<file path="config.mk">
export PLATFORM = sky130hd
export DESIGN_NAME = running_mean_variance_stats
export DESIGN_NICKNAME = d
export VERILOG_FILES = /design/src/rtl/rmvs_pkg.sv /design/src/rtl/running_mean_variance_stats.sv /design/src/rtl/rmvs_iter_unit.sv /design/src/rtl/rmvs_dev_mult.sv
export VERILOG_INCLUDE_DIRS = /design/src /design/src/rtl
export SDC_FILE = /design/constraint.sdc
export NUM_CORES = 2
export LEC_CHECK = 0
export BUFFER_PORTS_ARGS = -buffer_cell sky130_fd_sc_hd__buf_2
export CELL_PAD_IN_SITES_DETAIL_PLACEMENT = 0
export CELL_PAD_IN_SITES_GLOBAL_PLACEMENT = 1
export CORE_ASPECT_RATIO = 0.6
export CORE_MARGIN = 2
export CORE_UTILIZATION = 50
export DETAILED_ROUTE_END_ITERATION = 8
export PLACE_DENSITY = 0.81
export SYNTH_ARGS = -nofsm -noshare
export SYNTH_HDL_FRONTEND = slang
export SYNTH_SLANG_ARGS = --single-unit
</file>
<file path="constraint.sdc">
create_clock -name clock -period 10.6 [get_ports clock]
set_input_delay 0.53 -clock clock [delete_from_list [all_inputs] [get_ports clock]]
set_output_delay 0.53 -clock clock [all_outputs]
set_load 0.02 [all_outputs]
</file>
<file path="src/rtl/running_mean_variance_stats_assert.svh">
// ----------------------------------------------------------------------------
// running mean / variance assertion macros
// concurrent checks sampled on clock, held off while reset is high
// ----------------------------------------------------------------------------
`ifndef RUNNING_MEAN_VARIANCE_STATS_ASSERT_SVH
`define RUNNING_MEAN_VARIANCE_STATS_ASSERT_SVH

// consequent must hold in the same cycle as the antecedent
`define RMVS_ASSERT_NOW(lbl, ante, cons, msg) \
   lbl: assert property (@(posedge clock) disable iff (reset) (ante) |-> (cons)) \
      else $error(msg);

// consequent must hold in the cycle after the antecedent
`define RMVS_ASSERT_NEXT(lbl, ante, cons, msg) \
   lbl: assert property (@(posedge clock) disable iff (reset) (ante) |=> (cons)) \
      else $error(msg);

`endif

</file>
<file path="src/rtl/rmvs_pkg.sv">
// ----------------------------------------------------------------------------
// rmvs_pkg
// widths, codes and shared types of the running mean / variance block
// ----------------------------------------------------------------------------
package rmvs_pkg;

   localparam int SAMPLE_BITS    = 16;
   localparam int COUNT_BITS     = 24;
   localparam int MEAN_FRAC_BITS = 16;

   // mean is a sample scaled up by the fraction bits
   localparam int MEAN_BITS      = SAMPLE_BITS + MEAN_FRAC_BITS;
   // deviation magnitude of a q-format sample from the mean
   localparam int DEV_BITS       = MEAN_BITS;

   localparam int SUM_BITS       = 64;
   localparam int VAR_BITS       = 40;
   localparam int VAR_FRAC_BITS  = 8;
   localparam int STD_BITS       = (VAR_BITS + VAR_FRAC_BITS) / 2;

   localparam int TERM_SHIFT     = 2 * MEAN_FRAC_BITS - VAR_FRAC_BITS;
   localparam int TERM_BITS      = 2 * DEV_BITS - TERM_SHIFT;

   // partial remainder of the shared divide / root unit
   localparam int REM_BITS       = (COUNT_BITS + 2 > STD_BITS + 3) ?
                                   COUNT_BITS + 2 : STD_BITS + 3;
   localparam int STEP_BITS      = $clog2(SUM_BITS + 1);

   localparam logic [COUNT_BITS-1:0] COUNT_LIMIT = '1;

   localparam logic [STEP_BITS-1:0] STEPS_DIV_MEAN = STEP_BITS'(DEV_BITS);
   localparam logic [STEP_BITS-1:0] STEPS_DIV_VAR  = STEP_BITS'(SUM_BITS);
   localparam logic [STEP_BITS-1:0] STEPS_SQRT     = STEP_BITS'(STD_BITS);

   typedef enum logic [1:0] {
      ITER_DIV_MEAN,
      ITER_DIV_VAR,
      ITER_SQRT
   } iter_op_type;

   typedef struct packed {
      logic        start;
      iter_op_type op;
   } iter_ctl_type;

   typedef struct packed {
      logic busy;
      logic done;
   } iter_sts_type;

endpackage

</file>
<file path="src/rtl/running_mean_variance_stats.sv">
// ----------------------------------------------------------------------------
// running_mean_variance_stats
// running count, min, max, mean, variance and standard deviation of samples
// ----------------------------------------------------------------------------
// Each accepted sample updates the statistics by Welford's method in fixed
// point and gives one result beat with the count, min, max, mean (Q16.16),
// population variance (Q32.8, truncated, saturating) and the floor square
// root of the variance (Q16.8). Once a sample is accepted, req_ready stays
// low until its result is loaded into the result register, which may first
// wait for that register to empty. Once the count has saturated, the sample
// is ignored, full_res is set and the mean step is skipped. The single shared
// shift-subtract unit yields one bit per cycle: 32 for the mean step, 64 for
// the variance divide and 24 for the square root. The result register lets a
// new sample be taken while the last result is still held.
// ----------------------------------------------------------------------------
`include "running_mean_variance_stats_assert.svh"

module running_mean_variance_stats
   import rmvs_pkg::*;
(
   input  logic                         clock,
   input  logic                         reset,
   input  logic                         req_valid,
   output logic                         req_ready,
   input  logic signed [SAMPLE_BITS-1:0] req_sample,
   output logic                         rsp_valid,
   input  logic                         rsp_ready,
   output logic [COUNT_BITS-1:0]        rsp_sample_count,
   output logic signed [SAMPLE_BITS-1:0] rsp_minimum,
   output logic signed [SAMPLE_BITS-1:0] rsp_maximum,
   output logic signed [MEAN_BITS-1:0]  rsp_mean,
   output logic [VAR_BITS-1:0]          rsp_variance,
   output logic [STD_BITS-1:0]          rsp_std_dev,
   output logic                         rsp_full_res
);

   typedef enum logic [3:0] {
      S_IDLE,
      S_MEAN_GO,
      S_MEAN_WAIT,
      S_DEV,
      S_MUL,
      S_ACC,
      S_VAR_GO,
      S_VAR_WAIT,
      S_SQRT_GO,
      S_SQRT_WAIT,
      S_OUT
   } state_type;

   state_type                    state_ff, state_in;

   // running statistics
   logic [COUNT_BITS-1:0]        count_ff, count_in;
   logic signed [SAMPLE_BITS-1:0] min_ff, min_in;
   logic signed [SAMPLE_BITS-1:0] max_ff, max_in;
   logic [MEAN_BITS-1:0]         mean_ff, mean_in;
   logic [SUM_BITS-1:0]          sum_ff, sum_in;

   // per-sample work registers
   logic signed [SAMPLE_BITS-1:0] x_ff, x_in;
   logic                         dev_neg_ff, dev_neg_in;
   logic [DEV_BITS-1:0]          dev_mag_ff, dev_mag_in;
   logic [DEV_BITS-1:0]          d2_mag_ff, d2_mag_in;
   logic [VAR_BITS-1:0]          var_ff, var_in;
   logic [STD_BITS-1:0]          std_ff, std_in;
   logic                         full_ff, full_in;

   // result register
   logic                         rsp_valid_ff, rsp_valid_in;
   logic [COUNT_BITS-1:0]        rsp_count_ff, rsp_count_in;
   logic signed [SAMPLE_BITS-1:0] rsp_min_ff, rsp_min_in;
   logic signed [SAMPLE_BITS-1:0] rsp_max_ff, rsp_max_in;
   logic [MEAN_BITS-1:0]         rsp_mean_ff, rsp_mean_in;
   logic [VAR_BITS-1:0]          rsp_var_ff, rsp_var_in;
   logic [STD_BITS-1:0]          rsp_std_ff, rsp_std_in;
   logic                         rsp_full_ff, rsp_full_in;

   // shared unit hookup
   iter_ctl_type                 iter_ctl;
   iter_sts_type                 iter_sts;
   logic [SUM_BITS-1:0]          iter_operand;
   logic [SUM_BITS-1:0]          iter_result;
   logic [TERM_BITS-1:0]         term;

   // datapath helpers
   logic [MEAN_BITS:0]           mean_ext;
   logic [MEAN_BITS:0]           dev_req;
   logic [MEAN_BITS:0]           dev_req_abs;
   logic [MEAN_BITS:0]           d2_raw;
   logic [MEAN_BITS:0]           d2_abs;
   logic [MEAN_BITS:0]           q_ext;
   logic [MEAN_BITS:0]           q_step;
   logic [MEAN_BITS:0]           mean_sum;
   logic [SUM_BITS:0]            acc_sum;

   assign mean_ext = {mean_ff[MEAN_BITS-1], mean_ff};

   // delta = scaled sample - old mean, sign and magnitude
   assign dev_req     = {req_sample[SAMPLE_BITS-1], req_sample,
                         {MEAN_FRAC_BITS{1'b0}}} - mean_ext;
   assign dev_req_abs = dev_req[MEAN_BITS] ? (~dev_req + 1'b1) : dev_req;

   // scaled sample - new mean, same sign as delta or zero
   assign d2_raw = {x_ff[SAMPLE_BITS-1], x_ff, {MEAN_FRAC_BITS{1'b0}}} - mean_ext;
   assign d2_abs = d2_raw[MEAN_BITS] ? (~d2_raw + 1'b1) : d2_raw;

   // mean step: quotient truncated toward zero, carries the sign of delta
   assign q_ext    = {1'b0, iter_result[DEV_BITS-1:0]};
   assign q_step   = dev_neg_ff ? (~q_ext + 1'b1) : q_ext;
   assign mean_sum = mean_ext + q_step;

   // saturating accumulate of the squared deviation term
   assign acc_sum = {1'b0, sum_ff} + (SUM_BITS + 1)'(term);

   // operand for the shared unit, left aligned
   always_comb begin
      iter_ctl.start = 1'b0;
      iter_ctl.op    = ITER_DIV_VAR;
      iter_operand   = sum_ff;
      unique case (state_ff)
         S_MEAN_GO: begin
            iter_ctl.start = 1'b1;
            iter_ctl.op    = ITER_DIV_MEAN;
            iter_operand   = {dev_mag_ff, {(SUM_BITS - DEV_BITS){1'b0}}};
         end
         S_VAR_GO: begin
            iter_ctl.start = 1'b1;
            iter_ctl.op    = ITER_DIV_VAR;
            iter_operand   = sum_ff;
         end
         S_SQRT_GO: begin
            iter_ctl.start = 1'b1;
            iter_ctl.op    = ITER_SQRT;
            iter_operand   = {var_ff, {VAR_FRAC_BITS{1'b0}},
                              {(SUM_BITS - VAR_BITS - VAR_FRAC_BITS){1'b0}}};
         end
         default: begin
            iter_ctl.start = 1'b0;
         end
      endcase
   end

   rmvs_iter_unit u_iter (
      .clock    (clock),
      .reset    (reset),
      .iter_ctl (iter_ctl),
      .operand  (iter_operand),
      .divisor  (count_ff),
      .iter_sts (iter_sts),
      .result   (iter_result)
   );

   rmvs_dev_mult u_mult (
      .clock (clock),
      .dev_a (dev_mag_ff),
      .dev_b (d2_mag_ff),
      .term  (term)
   );

   // sequencer
   always_comb begin
      state_in     = state_ff;
      count_in     = count_ff;
      min_in       = min_ff;
      max_in       = max_ff;
      mean_in      = mean_ff;
      sum_in       = sum_ff;
      x_in         = x_ff;
      dev_neg_in   = dev_neg_ff;
      dev_mag_in   = dev_mag_ff;
      d2_mag_in    = d2_mag_ff;
      var_in       = var_ff;
      std_in       = std_ff;
      full_in      = full_ff;
      rsp_valid_in = rsp_valid_ff && !rsp_ready;
      rsp_count_in = rsp_count_ff;
      rsp_min_in   = rsp_min_ff;
      rsp_max_in   = rsp_max_ff;
      rsp_mean_in  = rsp_mean_ff;
      rsp_var_in   = rsp_var_ff;
      rsp_std_in   = rsp_std_ff;
      rsp_full_in  = rsp_full_ff;

      unique case (state_ff)
         S_IDLE: begin
            if (req_valid) begin
               x_in = req_sample;
               if (count_ff == COUNT_LIMIT) begin
                  // saturated: sample dropped, statistics re-reported
                  full_in  = 1'b1;
                  state_in = S_VAR_GO;
               end else begin
                  full_in  = 1'b0;
                  count_in = count_ff + 1'b1;
                  if (count_ff == '0) begin
                     min_in = req_sample;
                     max_in = req_sample;
                  end else if (req_sample < min_ff) begin
                     min_in = req_sample;
                  end else if (req_sample > max_ff) begin
                     max_in = req_sample;
                  end
                  dev_neg_in = dev_req[MEAN_BITS];
                  dev_mag_in = dev_req_abs[DEV_BITS-1:0];
                  state_in   = S_MEAN_GO;
               end
            end
         end
         S_MEAN_GO: begin
            state_in = S_MEAN_WAIT;
         end
         S_MEAN_WAIT: begin
            if (iter_sts.done) begin
               mean_in  = mean_sum[MEAN_BITS-1:0];
               state_in = S_DEV;
            end
         end
         S_DEV: begin
            d2_mag_in = d2_abs[DEV_BITS-1:0];
            state_in  = S_MUL;
         end
         S_MUL: begin
            state_in = S_ACC;
         end
         S_ACC: begin
            sum_in   = acc_sum[SUM_BITS] ? '1 : acc_sum[SUM_BITS-1:0];
            state_in = S_VAR_GO;
         end
         S_VAR_GO: begin
            state_in = S_VAR_WAIT;
         end
         S_VAR_WAIT: begin
            if (iter_sts.done) begin
               var_in   = (|iter_result[SUM_BITS-1:VAR_BITS]) ?
                          '1 : iter_result[VAR_BITS-1:0];
               state_in = S_SQRT_GO;
            end
         end
         S_SQRT_GO: begin
            state_in = S_SQRT_WAIT;
         end
         S_SQRT_WAIT: begin
            if (iter_sts.done) begin
               std_in   = iter_result[STD_BITS-1:0];
               state_in = S_OUT;
            end
         end
         S_OUT: begin
            // load the result beat once the register is free
            if (!rsp_valid_ff || rsp_ready) begin
               rsp_valid_in = 1'b1;
               rsp_count_in = count_ff;
               rsp_min_in   = min_ff;
               rsp_max_in   = max_ff;
               rsp_mean_in  = mean_ff;
               rsp_var_in   = var_ff;
               rsp_std_in   = std_ff;
               rsp_full_in  = full_ff;
               state_in     = S_IDLE;
            end
         end
         default: begin
            state_in = S_IDLE;
         end
      endcase
   end

   always_ff @(posedge clock) begin
      x_ff         <= x_in;
      dev_neg_ff   <= dev_neg_in;
      dev_mag_ff   <= dev_mag_in;
      d2_mag_ff    <= d2_mag_in;
      var_ff       <= var_in;
      std_ff       <= std_in;
      full_ff      <= full_in;
      rsp_count_ff <= rsp_count_in;
      rsp_min_ff   <= rsp_min_in;
      rsp_max_ff   <= rsp_max_in;
      rsp_mean_ff  <= rsp_mean_in;
      rsp_var_ff   <= rsp_var_in;
      rsp_std_ff   <= rsp_std_in;
      rsp_full_ff  <= rsp_full_in;
      if (reset) begin
         state_ff     <= S_IDLE;
         count_ff     <= '0;
         min_ff       <= '0;
         max_ff       <= '0;
         mean_ff      <= '0;
         sum_ff       <= '0;
         rsp_valid_ff <= 1'b0;
      end else begin
         state_ff     <= state_in;
         count_ff     <= count_in;
         min_ff       <= min_in;
         max_ff       <= max_in;
         mean_ff      <= mean_in;
         sum_ff       <= sum_in;
         rsp_valid_ff <= rsp_valid_in;
      end
   end

   assign req_ready        = (state_ff == S_IDLE);
   assign rsp_valid        = rsp_valid_ff;
   assign rsp_sample_count = rsp_count_ff;
   assign rsp_minimum      = rsp_min_ff;
   assign rsp_maximum      = rsp_max_ff;
   assign rsp_mean         = rsp_mean_ff;
   assign rsp_variance     = rsp_var_ff;
   assign rsp_std_dev      = rsp_std_ff;
   assign rsp_full_res     = rsp_full_ff;

   // checks
   `RMVS_ASSERT_NOW(a_busy_not_ready, iter_sts.busy, !req_ready,
      "sample taken while unit busy")
   `RMVS_ASSERT_NEXT(a_count_step,
      req_valid && req_ready && (count_ff != COUNT_LIMIT),
      count_ff == $past(count_ff) + 1'b1, "count did not advance on a sample")
   `RMVS_ASSERT_NOW(a_full_count, rsp_valid && rsp_full_res,
      rsp_sample_count == COUNT_LIMIT, "full beat without saturated count")
   `RMVS_ASSERT_NOW(a_min_le_max, rsp_valid && (rsp_sample_count != '0),
      rsp_minimum <= rsp_maximum, "minimum above maximum")

endmodule

</file>
<file path="src/rtl/rmvs_iter_unit.sv">
// ----------------------------------------------------------------------------
// rmvs_iter_unit
// shared shift / compare / subtract unit: one quotient or root bit per cycle
// ----------------------------------------------------------------------------
module rmvs_iter_unit
   import rmvs_pkg::*;
(
   input  logic                  clock,
   input  logic                  reset,
   input  iter_ctl_type          iter_ctl,
   input  logic [SUM_BITS-1:0]   operand,
   input  logic [COUNT_BITS-1:0] divisor,
   output iter_sts_type          iter_sts,
   output logic [SUM_BITS-1:0]   result
);

   logic                  busy_ff, busy_in;
   logic                  done_ff, done_in;
   logic [STEP_BITS-1:0]  cnt_ff, cnt_in;
   iter_op_type           op_ff, op_in;
   logic [SUM_BITS-1:0]   src_ff, src_in;
   logic [REM_BITS-1:0]   rem_ff, rem_in;
   logic [SUM_BITS-1:0]   res_ff, res_in;
   logic [COUNT_BITS-1:0] dvs_ff, dvs_in;

   logic [REM_BITS-1:0]   rem_sh;
   logic [REM_BITS-1:0]   trial;
   logic [SUM_BITS-1:0]   src_sh;
   logic                  fits;
   logic [STEP_BITS-1:0]  steps;

   // root takes two radicand bits a step, division one
   always_comb begin
      if (op_ff == ITER_SQRT) begin
         rem_sh = {rem_ff[REM_BITS-3:0], src_ff[SUM_BITS-1 -: 2]};
         trial  = REM_BITS'({res_ff[STD_BITS-1:0], 2'b01});
         src_sh = src_ff << 2;
      end else begin
         rem_sh = {rem_ff[REM_BITS-2:0], src_ff[SUM_BITS-1]};
         trial  = REM_BITS'(dvs_ff);
         src_sh = src_ff << 1;
      end
      fits = (rem_sh >= trial);
   end

   always_comb begin
      unique case (iter_ctl.op)
         ITER_DIV_MEAN: steps = STEPS_DIV_MEAN;
         ITER_DIV_VAR:  steps = STEPS_DIV_VAR;
         ITER_SQRT:     steps = STEPS_SQRT;
         default:       steps = STEPS_DIV_VAR;
      endcase
   end

   always_comb begin
      busy_in = busy_ff;
      done_in = 1'b0;
      cnt_in  = cnt_ff;
      op_in   = op_ff;
      src_in  = src_ff;
      rem_in  = rem_ff;
      res_in  = res_ff;
      dvs_in  = dvs_ff;
      if (iter_ctl.start) begin
         busy_in = 1'b1;
         cnt_in  = steps;
         op_in   = iter_ctl.op;
         src_in  = operand;
         rem_in  = '0;
         res_in  = '0;
         dvs_in  = divisor;
      end else if (busy_ff) begin
         src_in = src_sh;
         rem_in = fits ? (rem_sh - trial) : rem_sh;
         res_in = {res_ff[SUM_BITS-2:0], fits};
         cnt_in = cnt_ff - 1'b1;
         if (cnt_ff == STEP_BITS'(1)) begin
            busy_in = 1'b0;
            done_in = 1'b1;
         end
      end
   end

   always_ff @(posedge clock) begin
      cnt_ff <= cnt_in;
      op_ff  <= op_in;
      src_ff <= src_in;
      rem_ff <= rem_in;
      res_ff <= res_in;
      dvs_ff <= dvs_in;
      if (reset) begin
         busy_ff <= 1'b0;
         done_ff <= 1'b0;
      end else begin
         busy_ff <= busy_in;
         done_ff <= done_in;
      end
   end

   assign iter_sts.busy = busy_ff;
   assign iter_sts.done = done_ff;
   assign result        = res_ff;

endmodule

</file>
<file path="src/rtl/rmvs_dev_mult.sv">
// ----------------------------------------------------------------------------
// rmvs_dev_mult
// registered product of two deviation magnitudes, scaled down to q.8
// ----------------------------------------------------------------------------
module rmvs_dev_mult
   import rmvs_pkg::*;
(
   input  logic                 clock,
   input  logic [DEV_BITS-1:0]  dev_a,
   input  logic [DEV_BITS-1:0]  dev_b,
   output logic [TERM_BITS-1:0] term
);

   logic [2*DEV_BITS-1:0] prod;
   logic [TERM_BITS-1:0]  term_ff;

   assign prod = dev_a * dev_b;

   // truncating shift, the product never exceeds the term width
   always_ff @(posedge clock) begin
      term_ff <= prod[2*DEV_BITS-1:TERM_SHIFT];
   end

   assign term = term_ff;

endmodule
</file>
Word-level counts from Yosys, hierarchy flattened
Cells that the tools add are included.
{ "totals": {"ff_bits": 685, "latchBits": 0, "mem_bits_rw": 0, "rom_bits": 0, "input_bits": 20, "output_inout_bits": 155, "wordCells": 126, "mem_count": 0} }
{ "op_classes": {"n_addsub": 10, "mul": 1, "div": 0, "magnitude_cmp": 3, "eq_ne": 20, "shifts": 0, "mux": 35, "n_bitwise": 5, "reduce_logical": 22} }
{ "op_table": {"columns": ["op", "count"], "rows": [
  ["$mux 64", 4],
  ["$pmux 64 s2", 1],
  ["$add 32x1->32 const B", 3],
  ["$mux 32", 3],
  ["$not 32->32", 3],
  ["$mux 16", 5],
  ["$sub 32x32->33", 2],
  ["$add 64x40->65", 1],
  ["$mul 32x32->64", 1],
  ["$mux 26", 2],
  ["$pmux 4 s11", 1],
  ["$add 32x32->32", 1],
  ["$ge 27x26->1", 1],
  ["$mux 27", 1],
  ["$sub 26x26->26", 1],
  ["$add 24x1->24 const B", 1],
  ["$eq 24x24->1 const B", 1],
  ["$logic_not 24->1", 1],
  ["$reduce_or 24->1", 1],
  ["$mux 4", 5],
  ["$eq 4x3->1 const B", 4],
  ["$gt 16x16->1", 1],
  ["$lt 16x16->1", 1],
  ["$mux 7", 2],
  ["other kinds (24)", 49]
]} }

Depth between registers and ports, before layout
{ "depth": {"word_depth": 5, "ltp_mapped": 30, "mapped_depth_nobuf": 29} }

Cells and area by module
A second synthesis with hierarchy kept.
{ "hier_totals": {"cells_unflattened": 7165, "hier_area_um2": 68598.3} }
{ "by_module_without_submodules": {"columns": ["mod", "instances", "cells_per_inst", "area_per_inst_um2", "seq_area_each_um2"], "rows": [
  ["rmvs_dev_mult", 1, 3690, 33691.1, 800.8],
  ["running_mean_variance_stats", 1, 2518, 25251.7, 12121.6],
  ["rmvs_iter_unit", 1, 957, 9655.5, 4754.6]
]} }

Least setup slack after synthesis
OpenSTA, ideal clock, no wires.
{ "synth_timing": {"path_type": "flip-flop to flip-flop", "from": "register state_ff[1]", "to": "register rsp_full_ff, in the netlist rsp_full_res, enable pin", "setup_ns": 0.668, "t_arrival_ns": 7.306, "required_ns": 9.932, "path_slack_ns": 2.626, "path_stages_with_launch": 6, "n_path_buf": 1, "period_less_slack_ns": 7.974, "path_cell_list": "dfxtp_1 clkbuf_1 inv_1 nor2_1 nand2_1 nor2_1"} }
{ "synth_between": {"elab_chain_cells": 2} }
{ "synth_rtl": {"columns": ["item", "line_no", "rtl"], "rows": [
  ["start, declared", "running_mean_variance_stats.sv:51", "state_type state_ff, state_in;"],
  ["start signal, assigned", "running_mean_variance_stats.sv:293", "state_ff <= state_in;"],
  ["$eq 4x4->1", "running_mean_variance_stats.sv:185", "unique case (state_ff)"],
  ["$reduce_and 2->1 (no source line)", null, null],
  ["end signal, assigned", "running_mean_variance_stats.sv:283", "rsp_full_ff <= rsp_full_in;"],
  ["end, declared", "running_mean_variance_stats.sv:77", "logic rsp_full_ff, rsp_full_in;"]
]} }
No other way between the ends.
A chain may end at the register's enable or synchronous reset.

Worst setup path after layout
{ "layout_timing": {"from": "register dev_mag_ff[28]", "to": "register u_mult.term_ff[33], in the netlist u_mult.term[33]"} }
{ "layout_between": {"elab_chain_cells": 1} }
{ "layout_rtl": {"columns": ["item", "line_no", "rtl"], "rows": [
  ["start, declared", "running_mean_variance_stats.sv:63", "logic [DEV_BITS-1:0] dev_mag_ff, dev_mag_in;"],
  ["start signal, assigned", "running_mean_variance_stats.sv:272", "dev_mag_ff <= dev_mag_in;"],
  ["$mul 32x32->64", "rmvs_dev_mult.sv:17", "assign prod = dev_a * dev_b;"],
  ["named net u_mult.prod[57]", "rmvs_dev_mult.sv:14", "logic [2*DEV_BITS-1:0] prod;"],
  ["end signal, assigned", "rmvs_dev_mult.sv:21", "term_ff <= prod[2*DEV_BITS-1:TERM_SHIFT];"],
  ["end, declared", "rmvs_dev_mult.sv:15", "logic [TERM_BITS-1:0] term_ff;"]
]} }
The timed path passes the listed nets, and every way through them passes these cells.

==> out/metrics.cfg <==
[route]
postRouteAntennaNets=0
drc=0
first_iter_violations=5540
vias_per_cell=5.78
wl_per_cell_um=24.3
routed_wl_um=214000
num_vias=50900
firstDrtPassIters=6

[synth]
syn_area_mm2=0.0675
synthTopCellsByArea=fa_1 (27%), edfxtp_1 (18%), dfxtp_1 (8.6%), ha_1 (7.9%), and2_1 (5.6%)
synth_area_per_cell_um2=9.65
syn_nets=8337
ys_async_sr_fraction=0
yosysTopAreaCellShare=0.267
ys_ff_latch=685
yosysSeqAreaShare=0.262
yosysTopAreaCell=fa_1
ys.flop_type=edfxtp_1
synth_common_cells=inv_1 (998), fa_1 (898), nand2_1 (842), and2_1 (602), ha_1 (426)
synthCells=6993
synth.most_common_cell=inv_1
synth_edf_count=396
yosys_warnings=0
synth_cell_types=86

[worst_setup_path]
rr_startpoint=dev_mag_ff[28]$_DFFE_PP_
cp.arrival_ps=9610
criticalPathCategory=reg -> reg
cp.required_ps=11230
reg2reg_slack_ps=1620
path_max_fanout=21
cp_cell_sequence=buf_4, nand2_1, fa_1, inv_1, fa_1, inv_1, fa_1, fa_1, inv_1, fa_1, fa_1, fa_1, ha_1, ha_1, a21o_1, a21o_1, a21oi_1, nor2b_1, a31o_2, o31a_1, o21bai_1, a221oi_1, xnor2_1
reg2reg_to=u_mult.term[33]$_DFF_P_
crit_slowest_cell=edfxtp_1
critical-path-max-stage-delay_ps=1320
ff2ff_path_depth=23
cp_common_cell=fa_1
startpoint_type=flip-flop
end_kind=flip-flop

[outcome]
status=finished, final reports clean

[sta]
final-setup-viol-count=0
rsz0062_at_grt=no
worstMarginPinSlew_ps=1440
clock_skew_ps=29.0
hold_viol=0
slew_violations=0
clock.fmax_mhz=111
setup_tns_ps=0
period_minus_slack_ps=8980
slew_headroom=0.0423
finalCritPeriodShare=0.847

[clock_tree]
post-cts-setup-buffer-count=0
cts_sinks=685
cts_root_buf=clkbuf_16
clkTransAtPathRegs_ps=70
clk_latency_ps=690
ctsLongestPathBuffers=3
numCtsBuffers=61
h-tree-depth=2
cts_tree=yes
ctsResizeCount=0
hold_buffers=0

[global_routing]
grt_util_met1=0.487
met2_usage=0.392
grt_pass1_wl_um=323000
grt.busiest_layer=met1
grt_max_degree=145
grtUsageTotal=0.312
gr-total-overflow=0
grt_pass1_vias=50300
use_met3=0.141
antenna_found_initial=3

[min_path]
min_to=x_ff[14]$_DFFE_PP_
hold_start=req_sample[14]
holdCritPathClass=in -> reg
hold_depth=1

[job]
cap_violations=0

[floorplan]
num_rows=104
start_util=0.503
die_area_mm2=0.138
io_pins=175
die_x_um=478
die_h_um=289
coreArea_mm2=0.134

[final_layout]
nFillCells=12100
layout-drive-gt1-share=0.0624
nets=8294
fin_area_mm2=0.0722
area_growth_pct=6.98

[place]
place_area_mm2=0.0700
gp_congestion=0.996
hpwlAfterDp_um=164000
io_buffers=174

## how the worst max path moves through the flow
stage                                   from                       to  slack, ps
floorplan           state_ff[1]$_SDFFE_PP0P_   rsp_full_res$_DFFE_PP_       2630
global placement    dev_mag_ff[28]$_DFFE_PP_  u_mult.term[33]$_DFF_P_       1950
detailed placement  dev_mag_ff[13]$_DFFE_PP_  u_mult.term[33]$_DFF_P_       1910
CTS                 dev_mag_ff[13]$_DFFE_PP_  u_mult.term[33]$_DFF_P_       1870
global route        dev_mag_ff[13]$_DFFE_PP_  u_mult.term[33]$_DFF_P_       1350
finish              dev_mag_ff[28]$_DFFE_PP_  u_mult.term[33]$_DFF_P_       1620
## critical path: cells and delay by family (launching register included)
kind                     cells  cell delay (ps)
AO/OA/AOI/OAI                7             1560
buffers and inverters        4              710
flip-flops                   1             1320
AND/OR/NAND/NOR              2              300
XOR/XNOR                     1              150
adder cells (fa/ha/maj)      9             4820
## state kept, by name, summed over array words and instances, names as in the netlist, 26 cells and up
register,flops
u_iter.rem_ff,26
var_ff,40
dev_mag_ff,32
u_iter.src_ff,64
u_iter.result,64
sum_ff,64
u_mult.term,40
rsp_mean,32
rsp_variance,40
mean_ff,32
d2_mag_ff,32
## cells by family after synthesis
kind of cell / share of synthesized area
xor+xnor: 0.0397
mux: 0.0249
simple gates: 0.159
fa+ha+maj: 0.346
compound gates: 0.0915
buf+inv: 0.0773
flops: 0.262
## layer usage
layer / wire length, um / share of wire
met1: 99600 / 0.47
met2: 78600 / 0.37
met3: 32700 / 0.15
met4: 3130 / 0.015
met5: 0 / 0
## layout by cell type, fill, tap and decap left out, types with 12 or more instances in the layout
| cell | instances |
|---|---|
| edfxtp_1 | 396 |
| o22ai_1 | 20 |
| nor2_1 | 297 |
| and4_1 | 12 |
| a21o_1 | 135 |
| a21oi_1 | 267 |
| inv_1 | 996 |
| nand2b_1 | 20 |
| clkbuf_1 | 14 |
| and3_1 | 47 |
| a311oi_1 | 27 |
| xnor2_1 | 187 |
| nor2b_1 | 27 |
| a22oi_1 | 26 |
| and2_1 | 602 |
| o211ai_1 | 17 |
| o31ai_1 | 47 |
| buf_4 | 106 |
| nand2_1 | 842 |
| or3_1 | 70 |
| o21ai_0 | 175 |
| a211oi_1 | 33 |
| ha_1 | 426 |
| nor3_1 | 52 |
| nand4_1 | 42 |
| a31oi_1 | 42 |
| o21bai_1 | 23 |
| nand3_1 | 75 |
| dfxtp_1 | 288 |
| fa_1 | 898 |
| clkbuf_16 | 66 |
| mux2i_1 | 163 |
| a32oi_1 | 29 |
| nor4_1 | 21 |
| buf_2 | 173 |
| xor2_1 | 119 |
| o21a_1 | 21 |
## layout make-up
type                    instances  area [um2]  share of cell area
clock buffers                  91        1860              0.0257
repair buffers                281        1690              0.0235
diodes                          4        10.0            0.000139
well taps                    1802        2250              0.0312
inverters                     999        3750              0.0520
clock inverters                24         264             0.00366
flip-flops and latches        685       17700               0.245
multi-input cells            4922       44700               0.619
## stage by stage
stage | hold WS (ps) | std cells | setup slack [ps] | util
floorplan | 400 | 6993 | 2630 | -
global placement | 405 | 8689 | 1950 | 0.523
detailed placement | 405 | 8689 | 1910 | 0.523
CTS | 178 | 8804 | 1870 | 0.538
global route | 186 | 8804 | 1350 | 0.538
finish | 193 | 8808 | 1620 | 0.538
Power is left out: the tool's default activity adds up to more than one toggle a clock period on the data nets, which glitch-free logic cannot reach.
